--- config.mk ---
export PLATFORM = sky130hd
export DESIGN_NAME = rgb_pixel_distance_similarity
export DESIGN_NICKNAME = d
export VERILOG_FILES = /design/src/design/rpds_pkg.sv /design/src/design/rpds_dp.sv /design/src/design/rpds_ctrl.sv /design/src/design/rgb_pixel_distance_similarity.sv
export SDC_FILE = /design/constraint.sdc
export NUM_CORES = 2
export LEC_CHECK = 0
export BUFFER_PORTS_ARGS = -buffer_cell sky130_fd_sc_hd__buf_2
export CORE_MARGIN = 1.5
export CORE_UTILIZATION = 59
export CTS_CLUSTER_DIAMETER = 200
export DETAILED_ROUTE_END_ITERATION = 10
export PLACE_DENSITY = 0.83
export SYNTH_ARGS = -nofsm -noshare
export SYNTH_HDL_FRONTEND = slang
export SYNTH_SLANG_ARGS = --single-unit
--- constraint.sdc ---
create_clock -name i_clk -period 11.3 [get_ports i_clk]
set_input_delay 1.13 -clock i_clk [delete_from_list [all_inputs] [get_ports i_clk]]
set_output_delay 1.13 -clock i_clk [all_outputs]
set_load 0.005 [all_outputs]
--- src/design/rpds_pkg.sv ---
// Package for the RGB pixel distance similarity block.
// Holds word types, widths, constants and the controller/datapath command types.
// Depends on nothing; every design file imports it.
package rpds_pkg;

    // Image limits and similarity format
    localparam int MAX_DIMENSION = 2048;
    localparam int SIM_FRAC_BITS = 16;

    // Field widths
    localparam int CHAN_W   = 8;
    localparam int DIM_W    = 12;
    localparam int SUM_W    = 31;
    localparam int CNT_W    = 23;
    localparam int SIM_W    = 17;
    localparam int NPIX_W   = 2 * DIM_W;
    localparam int KQ_W     = 25;
    localparam int DEN_W    = KQ_W + NPIX_W;
    localparam int REM_W    = DEN_W + 1;
    localparam int SQ_W     = 18;
    localparam int ROOT_W   = 19;
    localparam int DIST_W   = 9;
    localparam int DIVC_W   = (SIM_FRAC_BITS > 1) ? $clog2(SIM_FRAC_BITS) : 1;
    localparam int CFG_IDX_W = 1;

    // sqrt(3)*255 scaled by 2^16, rounded to nearest
    localparam logic [KQ_W-1:0]   KQ16      = KQ_W'(28945479);
    localparam logic [SUM_W-1:0]  SUM_MAX   = {SUM_W{1'b1}};
    localparam logic [CNT_W-1:0]  COUNT_MAX = {CNT_W{1'b1}};
    localparam logic [ROOT_W-1:0] ROOT_TOP  = ROOT_W'(1) << (ROOT_W - 1);
    localparam logic [DIM_W-1:0]  DIM_RESET = DIM_W'(256);

    // Configuration register indexes
    localparam logic [CFG_IDX_W-1:0] CFG_IMAGE_WIDTH  = CFG_IDX_W'(0);
    localparam logic [CFG_IDX_W-1:0] CFG_IMAGE_HEIGHT = CFG_IDX_W'(1);

    typedef struct packed {
        logic [CHAN_W-1:0] ref_blue;
        logic [CHAN_W-1:0] ref_green;
        logic [CHAN_W-1:0] ref_red;
        logic [CHAN_W-1:0] cand_blue;
        logic [CHAN_W-1:0] cand_green;
        logic [CHAN_W-1:0] cand_red;
        logic              final_pixel;
    } t_in_word;

    typedef struct packed {
        logic [SUM_W-1:0] total_distance;
        logic [SIM_W-1:0] similarity_q16;
        logic             size_mismatch;
    } t_out_word;

    // Controller to datapath
    typedef struct packed {
        logic load_in;
        logic square;
        logic root_step;
        logic accum;
        logic area;
        logic scale;
        logic check;
        logic div_step;
        logic deliver;
    } t_dp_cmd;

    // Datapath to controller
    typedef struct packed {
        logic final_pixel;
        logic root_last;
        logic early_zero;
        logic div_last;
    } t_dp_stat;

endpackage

--- src/design/rpds_dp.sv ---
// Datapath of the RGB pixel distance similarity block: config registers,
// bit-serial square root, saturating totals, restoring divider, output word.
// Depends on rpds_pkg; driven by rpds_ctrl through t_dp_cmd.
module rpds_dp
    import rpds_pkg::*;
(
    input  logic                 i_clk,
    input  logic                 i_rst_n,
    input  logic                 i_cfg_we,
    input  logic [CFG_IDX_W-1:0] i_cfg_index,
    input  logic [DIM_W-1:0]     i_cfg_data,
    input  t_in_word             i_data,
    input  t_dp_cmd              i_cmd,
    output t_dp_stat             o_stat,
    output t_out_word            o_data
);

    logic [DIM_W-1:0]  r_width;
    logic [DIM_W-1:0]  r_height;
    logic [SUM_W-1:0]  r_sum;
    logic [CNT_W-1:0]  r_count;
    logic [CHAN_W-1:0] r_db, r_dg, r_dr;
    logic              r_final;
    logic [SQ_W-1:0]   r_v;
    logic [ROOT_W-1:0] r_root;
    logic [ROOT_W-1:0] r_bit;
    logic [NPIX_W-1:0] r_npix;
    logic [DEN_W-1:0]  r_den;
    logic              r_mismatch;
    logic              r_zero;
    logic [REM_W-1:0]  r_rem;
    logic [SIM_FRAC_BITS-1:0] r_q;
    logic [DIVC_W-1:0] r_div_cnt;
    t_out_word         r_out;

    logic [ROOT_W:0]   trial;
    logic              root_take;
    logic [SUM_W:0]    sum_ext;
    logic [REM_W-1:0]  rem_init;
    logic [REM_W-1:0]  rem_shift;
    logic [REM_W-1:0]  den_ext;
    logic              div_take;
    logic              dims_ok;
    logic [SIM_FRAC_BITS:0] q_ceil;
    logic [31:0]       sim_full;

    function automatic logic [CHAN_W-1:0] abs_diff(input logic [CHAN_W-1:0] a,
                                                   input logic [CHAN_W-1:0] b);
        abs_diff = (a >= b) ? (a - b) : (b - a);
    endfunction

    // One step of the digit-by-digit square root
    assign trial     = {1'b0, r_root} + {1'b0, r_bit};
    assign root_take = {{(ROOT_W + 1 - SQ_W){1'b0}}, r_v} >= trial;

    // Saturating sum with the finished root
    assign sum_ext = {1'b0, r_sum} + (SUM_W + 1)'(r_root[DIST_W-1:0]);

    // Divider: remainder starts at total * 2^16
    assign rem_init  = REM_W'({r_sum, 16'b0});
    assign den_ext   = {1'b0, r_den};
    assign rem_shift = {r_rem[REM_W-2:0], 1'b0};
    assign div_take  = rem_shift >= den_ext;

    assign dims_ok = (r_width != '0) && (32'(r_width) <= 32'(MAX_DIMENSION))
                  && (r_height != '0) && (32'(r_height) <= 32'(MAX_DIMENSION));

    // Round the quotient up, then take it from one
    assign q_ceil   = {1'b0, r_q} + (SIM_FRAC_BITS + 1)'(r_rem != '0);
    assign sim_full = (r_zero || q_ceil[SIM_FRAC_BITS]) ? 32'd0
                    : 32'((32'd1 << SIM_FRAC_BITS) - 32'(q_ceil));

    assign o_stat.final_pixel = r_final;
    assign o_stat.root_last   = r_bit[0];
    assign o_stat.early_zero  = r_mismatch || (rem_init >= den_ext);
    assign o_stat.div_last    = (r_div_cnt == DIVC_W'(SIM_FRAC_BITS - 1));
    assign o_data = r_out;

    // Control state: config registers and running totals
    always_ff @(posedge i_clk) begin
        if (!i_rst_n) begin
            r_width  <= DIM_RESET;
            r_height <= DIM_RESET;
            r_sum    <= '0;
            r_count  <= '0;
        end else begin
            if (i_cfg_we) begin
                if (i_cfg_index == CFG_IMAGE_WIDTH) begin
                    r_width <= i_cfg_data;
                end
                if (i_cfg_index == CFG_IMAGE_HEIGHT) begin
                    r_height <= i_cfg_data;
                end
            end
            if (i_cmd.accum) begin
                r_sum <= (sum_ext > {1'b0, SUM_MAX}) ? SUM_MAX : sum_ext[SUM_W-1:0];
                if (r_count != COUNT_MAX) begin
                    r_count <= r_count + CNT_W'(1);
                end
            end else if (i_cmd.deliver) begin
                r_sum   <= '0;
                r_count <= '0;
            end
        end
    end

    // Payload registers
    always_ff @(posedge i_clk) begin
        // Capture channel differences
        if (i_cmd.load_in) begin
            r_db    <= abs_diff(i_data.ref_blue, i_data.cand_blue);
            r_dg    <= abs_diff(i_data.ref_green, i_data.cand_green);
            r_dr    <= abs_diff(i_data.ref_red, i_data.cand_red);
            r_final <= i_data.final_pixel;
        end
        // Sum of squares, start the root
        if (i_cmd.square) begin
            r_v    <= SQ_W'(r_db) * SQ_W'(r_db) + SQ_W'(r_dg) * SQ_W'(r_dg)
                    + SQ_W'(r_dr) * SQ_W'(r_dr);
            r_root <= '0;
            r_bit  <= ROOT_TOP;
        end
        if (i_cmd.root_step) begin
            if (root_take) begin
                r_v    <= r_v - trial[SQ_W-1:0];
                r_root <= (r_root >> 1) + r_bit;
            end else begin
                r_root <= r_root >> 1;
            end
            r_bit <= r_bit >> 2;
        end
        // Pixel count of the image
        if (i_cmd.area) begin
            r_npix <= NPIX_W'(r_width) * NPIX_W'(r_height);
        end
        if (i_cmd.scale) begin
            r_den      <= DEN_W'(KQ16) * DEN_W'(r_npix);
            r_mismatch <= !dims_ok || ({{(NPIX_W - CNT_W){1'b0}}, r_count} != r_npix);
        end
        if (i_cmd.check) begin
            r_rem     <= rem_init;
            r_q       <= '0;
            r_zero    <= o_stat.early_zero;
            r_div_cnt <= '0;
        end
        // One quotient bit a cycle
        if (i_cmd.div_step) begin
            r_rem     <= div_take ? (rem_shift - den_ext) : rem_shift;
            r_q       <= {r_q[SIM_FRAC_BITS-2:0], div_take};
            r_div_cnt <= r_div_cnt + DIVC_W'(1);
        end
        if (i_cmd.deliver) begin
            r_out.total_distance <= r_sum;
            r_out.similarity_q16 <= sim_full[SIM_W-1:0];
            r_out.size_mismatch  <= r_mismatch;
        end
    end

endmodule

--- src/design/rpds_ctrl.sv ---
// Controller of the RGB pixel distance similarity block: sequences the
// per-pixel root and the end-of-image division, and owns the output valid.
// Depends on rpds_pkg; drives rpds_dp through t_dp_cmd.
module rpds_ctrl
    import rpds_pkg::*;
(
    input  logic     i_clk,
    input  logic     i_rst_n,
    input  logic     i_valid,
    output logic     o_stall,
    output logic     o_valid,
    input  logic     i_stall,
    input  t_dp_stat i_stat,
    output t_dp_cmd  o_cmd
);

    typedef enum logic [3:0] {
        S_IDLE,
        S_SQUARE,
        S_ROOT,
        S_ACCUM,
        S_AREA,
        S_SCALE,
        S_CHECK,
        S_DIVIDE,
        S_DELIVER
    } t_state;

    t_state r_state, n_state;
    logic   r_out_valid, n_out_valid;
    logic   out_free;

    assign out_free = !r_out_valid || !i_stall;
    assign o_stall  = (r_state != S_IDLE);
    assign o_valid  = r_out_valid;

    // Next state and datapath commands
    always_comb begin
        n_state     = r_state;
        n_out_valid = r_out_valid && i_stall;
        o_cmd       = '0;
        case (r_state)
            S_IDLE: begin
                if (i_valid) begin
                    o_cmd.load_in = 1'b1;
                    n_state       = S_SQUARE;
                end
            end
            S_SQUARE: begin
                o_cmd.square = 1'b1;
                n_state      = S_ROOT;
            end
            S_ROOT: begin
                o_cmd.root_step = 1'b1;
                if (i_stat.root_last) begin
                    n_state = S_ACCUM;
                end
            end
            S_ACCUM: begin
                o_cmd.accum = 1'b1;
                n_state     = i_stat.final_pixel ? S_AREA : S_IDLE;
            end
            S_AREA: begin
                o_cmd.area = 1'b1;
                n_state    = S_SCALE;
            end
            S_SCALE: begin
                o_cmd.scale = 1'b1;
                n_state     = S_CHECK;
            end
            S_CHECK: begin
                o_cmd.check = 1'b1;
                n_state     = i_stat.early_zero ? S_DELIVER : S_DIVIDE;
            end
            S_DIVIDE: begin
                o_cmd.div_step = 1'b1;
                if (i_stat.div_last) begin
                    n_state = S_DELIVER;
                end
            end
            S_DELIVER: begin
                // Hold until the output register is free
                if (out_free) begin
                    o_cmd.deliver = 1'b1;
                    n_out_valid   = 1'b1;
                    n_state       = S_IDLE;
                end
            end
            default: begin
                n_state = S_IDLE;
            end
        endcase
    end

    always_ff @(posedge i_clk) begin
        if (!i_rst_n) begin
            r_state     <= S_IDLE;
            r_out_valid <= 1'b0;
        end else begin
            r_state     <= n_state;
            r_out_valid <= n_out_valid;
        end
    end

endmodule

--- src/design/rgb_pixel_distance_similarity.sv ---
// Sum of Euclidean RGB pixel distances with a similarity score. Each input
// word carries a reference and a candidate pixel; the block adds the floor of
// their RGB distance to a saturating total and counts pixels. The word marked
// final_pixel yields one output word with the total, the similarity
// 1 - total/(sqrt(3)*255*width*height) in unsigned Q1.16 (floored, clamped at
// zero) and a size mismatch flag; both totals are then cleared. Each pixel
// passes through the square root unit, which resolves one result bit per
// cycle over ten steps, before the next pixel is accepted. The final pixel
// then runs the restoring divider, which yields one quotient bit per cycle;
// when the size check fails or the total alone rules out a nonzero score
// the divider is skipped. A stalled output word holds the next final result,
// and with it the input, until it is taken.
// A finished word waits in the output register while the next pixel
// is taken. Write image_width and image_height only while the block is idle.
module rgb_pixel_distance_similarity
    import rpds_pkg::*;
(
    input  logic                 i_clk,
    input  logic                 i_rst_n,
    input  logic                 i_cfg_we,
    input  logic [CFG_IDX_W-1:0] i_cfg_index,
    input  logic [DIM_W-1:0]     i_cfg_data,
    input  logic                 i_valid,
    output logic                 o_stall,
    input  t_in_word             i_data,
    output logic                 o_valid,
    input  logic                 i_stall,
    output t_out_word            o_data
);

    t_dp_cmd  cmd;
    t_dp_stat stat;

    rpds_ctrl u_ctrl (
        .i_clk   (i_clk),
        .i_rst_n (i_rst_n),
        .i_valid (i_valid),
        .o_stall (o_stall),
        .o_valid (o_valid),
        .i_stall (i_stall),
        .i_stat  (stat),
        .o_cmd   (cmd)
    );

    rpds_dp u_dp (
        .i_clk       (i_clk),
        .i_rst_n     (i_rst_n),
        .i_cfg_we    (i_cfg_we),
        .i_cfg_index (i_cfg_index),
        .i_cfg_data  (i_cfg_data),
        .i_data      (i_data),
        .i_cmd       (cmd),
        .o_stat      (stat),
        .o_data      (o_data)
    );

endmodule
==> results.json <==
{
  "status": "finished clean",
  "reg2reg_depth": 30,
  "io_buffer_count": 117,
  "gr-usage-met3_pct": 4.03,
  "synth_area_leaders": "fa_1, edfxtp_1, ha_1",
  "netlist.top_cell.by_area": "fa_1",
  "die_h_um": 272,
  "final.setup_skew_ns": 0.0166,
  "rr_endpoint": "u_dp.r_v[17]",
  "grt_pass1_wl_um": 170000,
  "gp_congestion": 0.973,
  "hold_violations": 0,
  "min_period_ns": 9.21,
  "drcViolationCount": 0,
  "wl_per_cell_um": 18.4,
  "synth_ff_type": "edfxtp_1",
  "io_pins": 118,
  "slew_viol_final": 0,
  "yosysTopAreaCellShare_pct": 21.2,
  "clk_pin_slew_ns": 0.07,
  "path_common_cell": "fa_1",
  "synth_area_um2": 42800,
  "stdcell_area_um2": 45700,
  "critical_path.startpoint": "u_dp.r_db[0]",
  "placedInstanceArea_um2": 44300,
  "antenna_found_initial": 1,
  "cts_root_buffer": "clkbuf_16",
  "drv_cap": 0,
  "ctsResizeCount": 0,
  "max_freq_mhz": 109,
  "tightest_slew_ns": 1.12,
  "cts_hold_buf": 0,
  "ys_types": 88,
  "ant_nets": 0,
  "numCtsBuffers": 40,
  "cts.sinks": 349,
  "use_met2_pct": 48.6,
  "grt_pass1_vias": 33400,
  "cts_max_level": 2,
  "end_kind": "register",
  "drive_gt1_share_pct": 5.70,
  "drt_pass1_iterations": 5,
  "wl_um": 103000,
  "worst_skew_pair.late_latency_ns": 0.59,
  "drt_iter0_markers": 2704,
  "synth-seq-cells": 349,
  "synth_enable_flop_cells": 247,
  "synthCells": 4530,
  "fp.dieArea_um2": 74200,
  "post_cts_buffers": 0,
  "start_kind": "register",
  "synth.avg_cell_area_um2": 9.46,
  "critical_path_arrival_ns": 9.66,
  "path_class": "register to register",
  "slew_headroom_pct": 25.2,
  "gr-total-overflow": 0,
  "grt_max_degree": 73,
  "die_w_um": 272,
  "crit_end": "u_dp.r_v[17]",
  "timing.hold.ws_ns": 0.517,
  "via_count": 32300,
  "grt_use_met1_pct": 36.5,
  "r2r_slack_ns": 2.09,
  "busiest_layer": "met2",
  "yosys_warnings": 0,
  "synth_common_cells": "inv_1, ha_1, fa_1, nand2_1, nor2_1",
  "rows": 98,
  "r2r-start": "u_dp.r_db[0]",
  "synth_async_sr_flop_share_pct": 0,
  "hpwl_um": 83600,
  "layout_worst_path_cycle_share_pct": 81.5,
  "start_util_pct": 59.7,
  "yosysMostFrequentCell": "inv_1",
  "crit_required_ns": 11.74,
  "cts_tree": "done",
  "synth_nets": 5640,
  "fill_cells": 5591,
  "cp_slowest_cell": "a2111oi_0",
  "grt_usage_pct": 28.4,
  "coreArea_um2": 71700,
  "max_stage_delay_ns": 0.56,
  "vias_per_cell": 5.78,
  "setup-violations-final": 0,
  "cp_max_fo": 11,
  "hp-class": "register to register",
  "tns_ns": 0,
  "rsz0062_at_grt": "false",
  "clock_path_buffers": 3,
  "area_delta_synth_final_pct": 6.64,
  "nets": 5707,
  "synth-seq-area-share_pct": 22.1
}
## state kept, by name (all words and copies together) (netlist names), 16 cells and up
register / cells
u_dp.r_root: 19
u_dp.r_v: 18
u_dp.r_q: 16
u_dp.r_sum: 31
u_dp.o_data: 49
u_dp.r_count: 23
u_dp.r_den: 49
u_dp.r_rem: 50
u_dp.r_npix: 24
## metal layers
layer  vias to the layer above  wire length [um]
met5                         -                 0
met4                         0              4060
met3                       253              6740
met2                      1121             49400
met1                     15600             42600
li1                      15300                 -
## stage by stage
step	util [%]	setup slack [ns]	std cells
2_1_floorplan	-	2.70	4530
3_3_place_gp	61.8	2.25	5505
3_5_place_dp	61.8	2.08	5505
4_1_cts	63.7	2.08	5579
5_1_grt	63.7	1.59	5579
6_report	63.7	2.09	5581
## critical path, delay by kind of cell, from the launching register on
family                     cells  cell delay, ns
adders and majority gates     12            5.70
and+or+nand+nor                3            0.45
xor gates and xnor gates       2            0.34
AOI/OAI and AO/OA              6            1.66
buffers and inverters          7            0.37
DFF                            1            0.54
## layout by cell type (no fill, tap or decap), types with 38 or more instances in the layout
cell,Yosys,routed
ha_1,589,589
edfxtp_1,247,247
nand2_1,382,382
and2_1,124,124
buf_2,6,117
mux2i_1,56,56
a31oi_1,43,43
clkbuf_16,0,43
nand3_1,61,60
a21o_1,85,85
and3_1,46,46
nor3_1,56,55
xnor2_1,165,165
o21ai_0,118,118
nor2b_1,50,50
xor2_1,113,113
a21oi_1,207,207
nor2_1,251,250
o21ai_1,38,38
fa_1,454,454
a211oi_1,41,41
dfxtp_1,102,102
inv_1,779,778
nand4_1,52,52
## area by class of cell
class / instances / area [um2] / area share [%]
Tap cell: 950 / 1190 / 2.60
Sequential cell: 349 / 9460 / 20.7
Inverter: 781 / 2930 / 6.42
Timing Repair Buffer: 139 / 751 / 1.64
Clock buffer: 51 / 1140 / 2.49
Clock inverter: 23 / 231 / 0.507
Antenna cell: 2 / 5.00 / 0.0110
Multi-Input combinational cell: 3286 / 30000 / 65.6
## cell families after synthesis
| family | count (synthesis) | synth area share [%] |
|---|---|---|
| AOI/OAI and AO/OA | 751 | 11.3 |
| xor gates and xnor gates | 278 | 5.68 |
| adders and majority gates | 1043 | 38.4 |
| buffers and inverters | 895 | 7.99 |
| DFF | 349 | 22.1 |
| muxes | 68 | 1.62 |
| and+or+nand+nor | 1146 | 12.9 |
## how the worst min path moves through the flow
stage | startpoint | to | slack, ns | depth (start not counted)
after floorplan | u_dp.r_mismatch | u_dp.o_data[0] | 0.43 | 0
after CTS | u_dp.r_sum[3] | u_dp.r_sum[3] | 0.51 | 2
after global placement | u_dp.r_sum[3] | u_dp.r_sum[3] | 0.49 | 2
after detailed placement | u_dp.r_sum[3] | u_dp.r_sum[3] | 0.50 | 2
final | u_dp.r_sum[3] | u_dp.r_sum[3] | 0.52 | 2
after global routing | u_dp.r_sum[3] | u_dp.r_sum[3] | 0.53 | 2
Power is not shown: default switching activity piles up to over one toggle a cycle in this logic, so the estimate is an artifact.
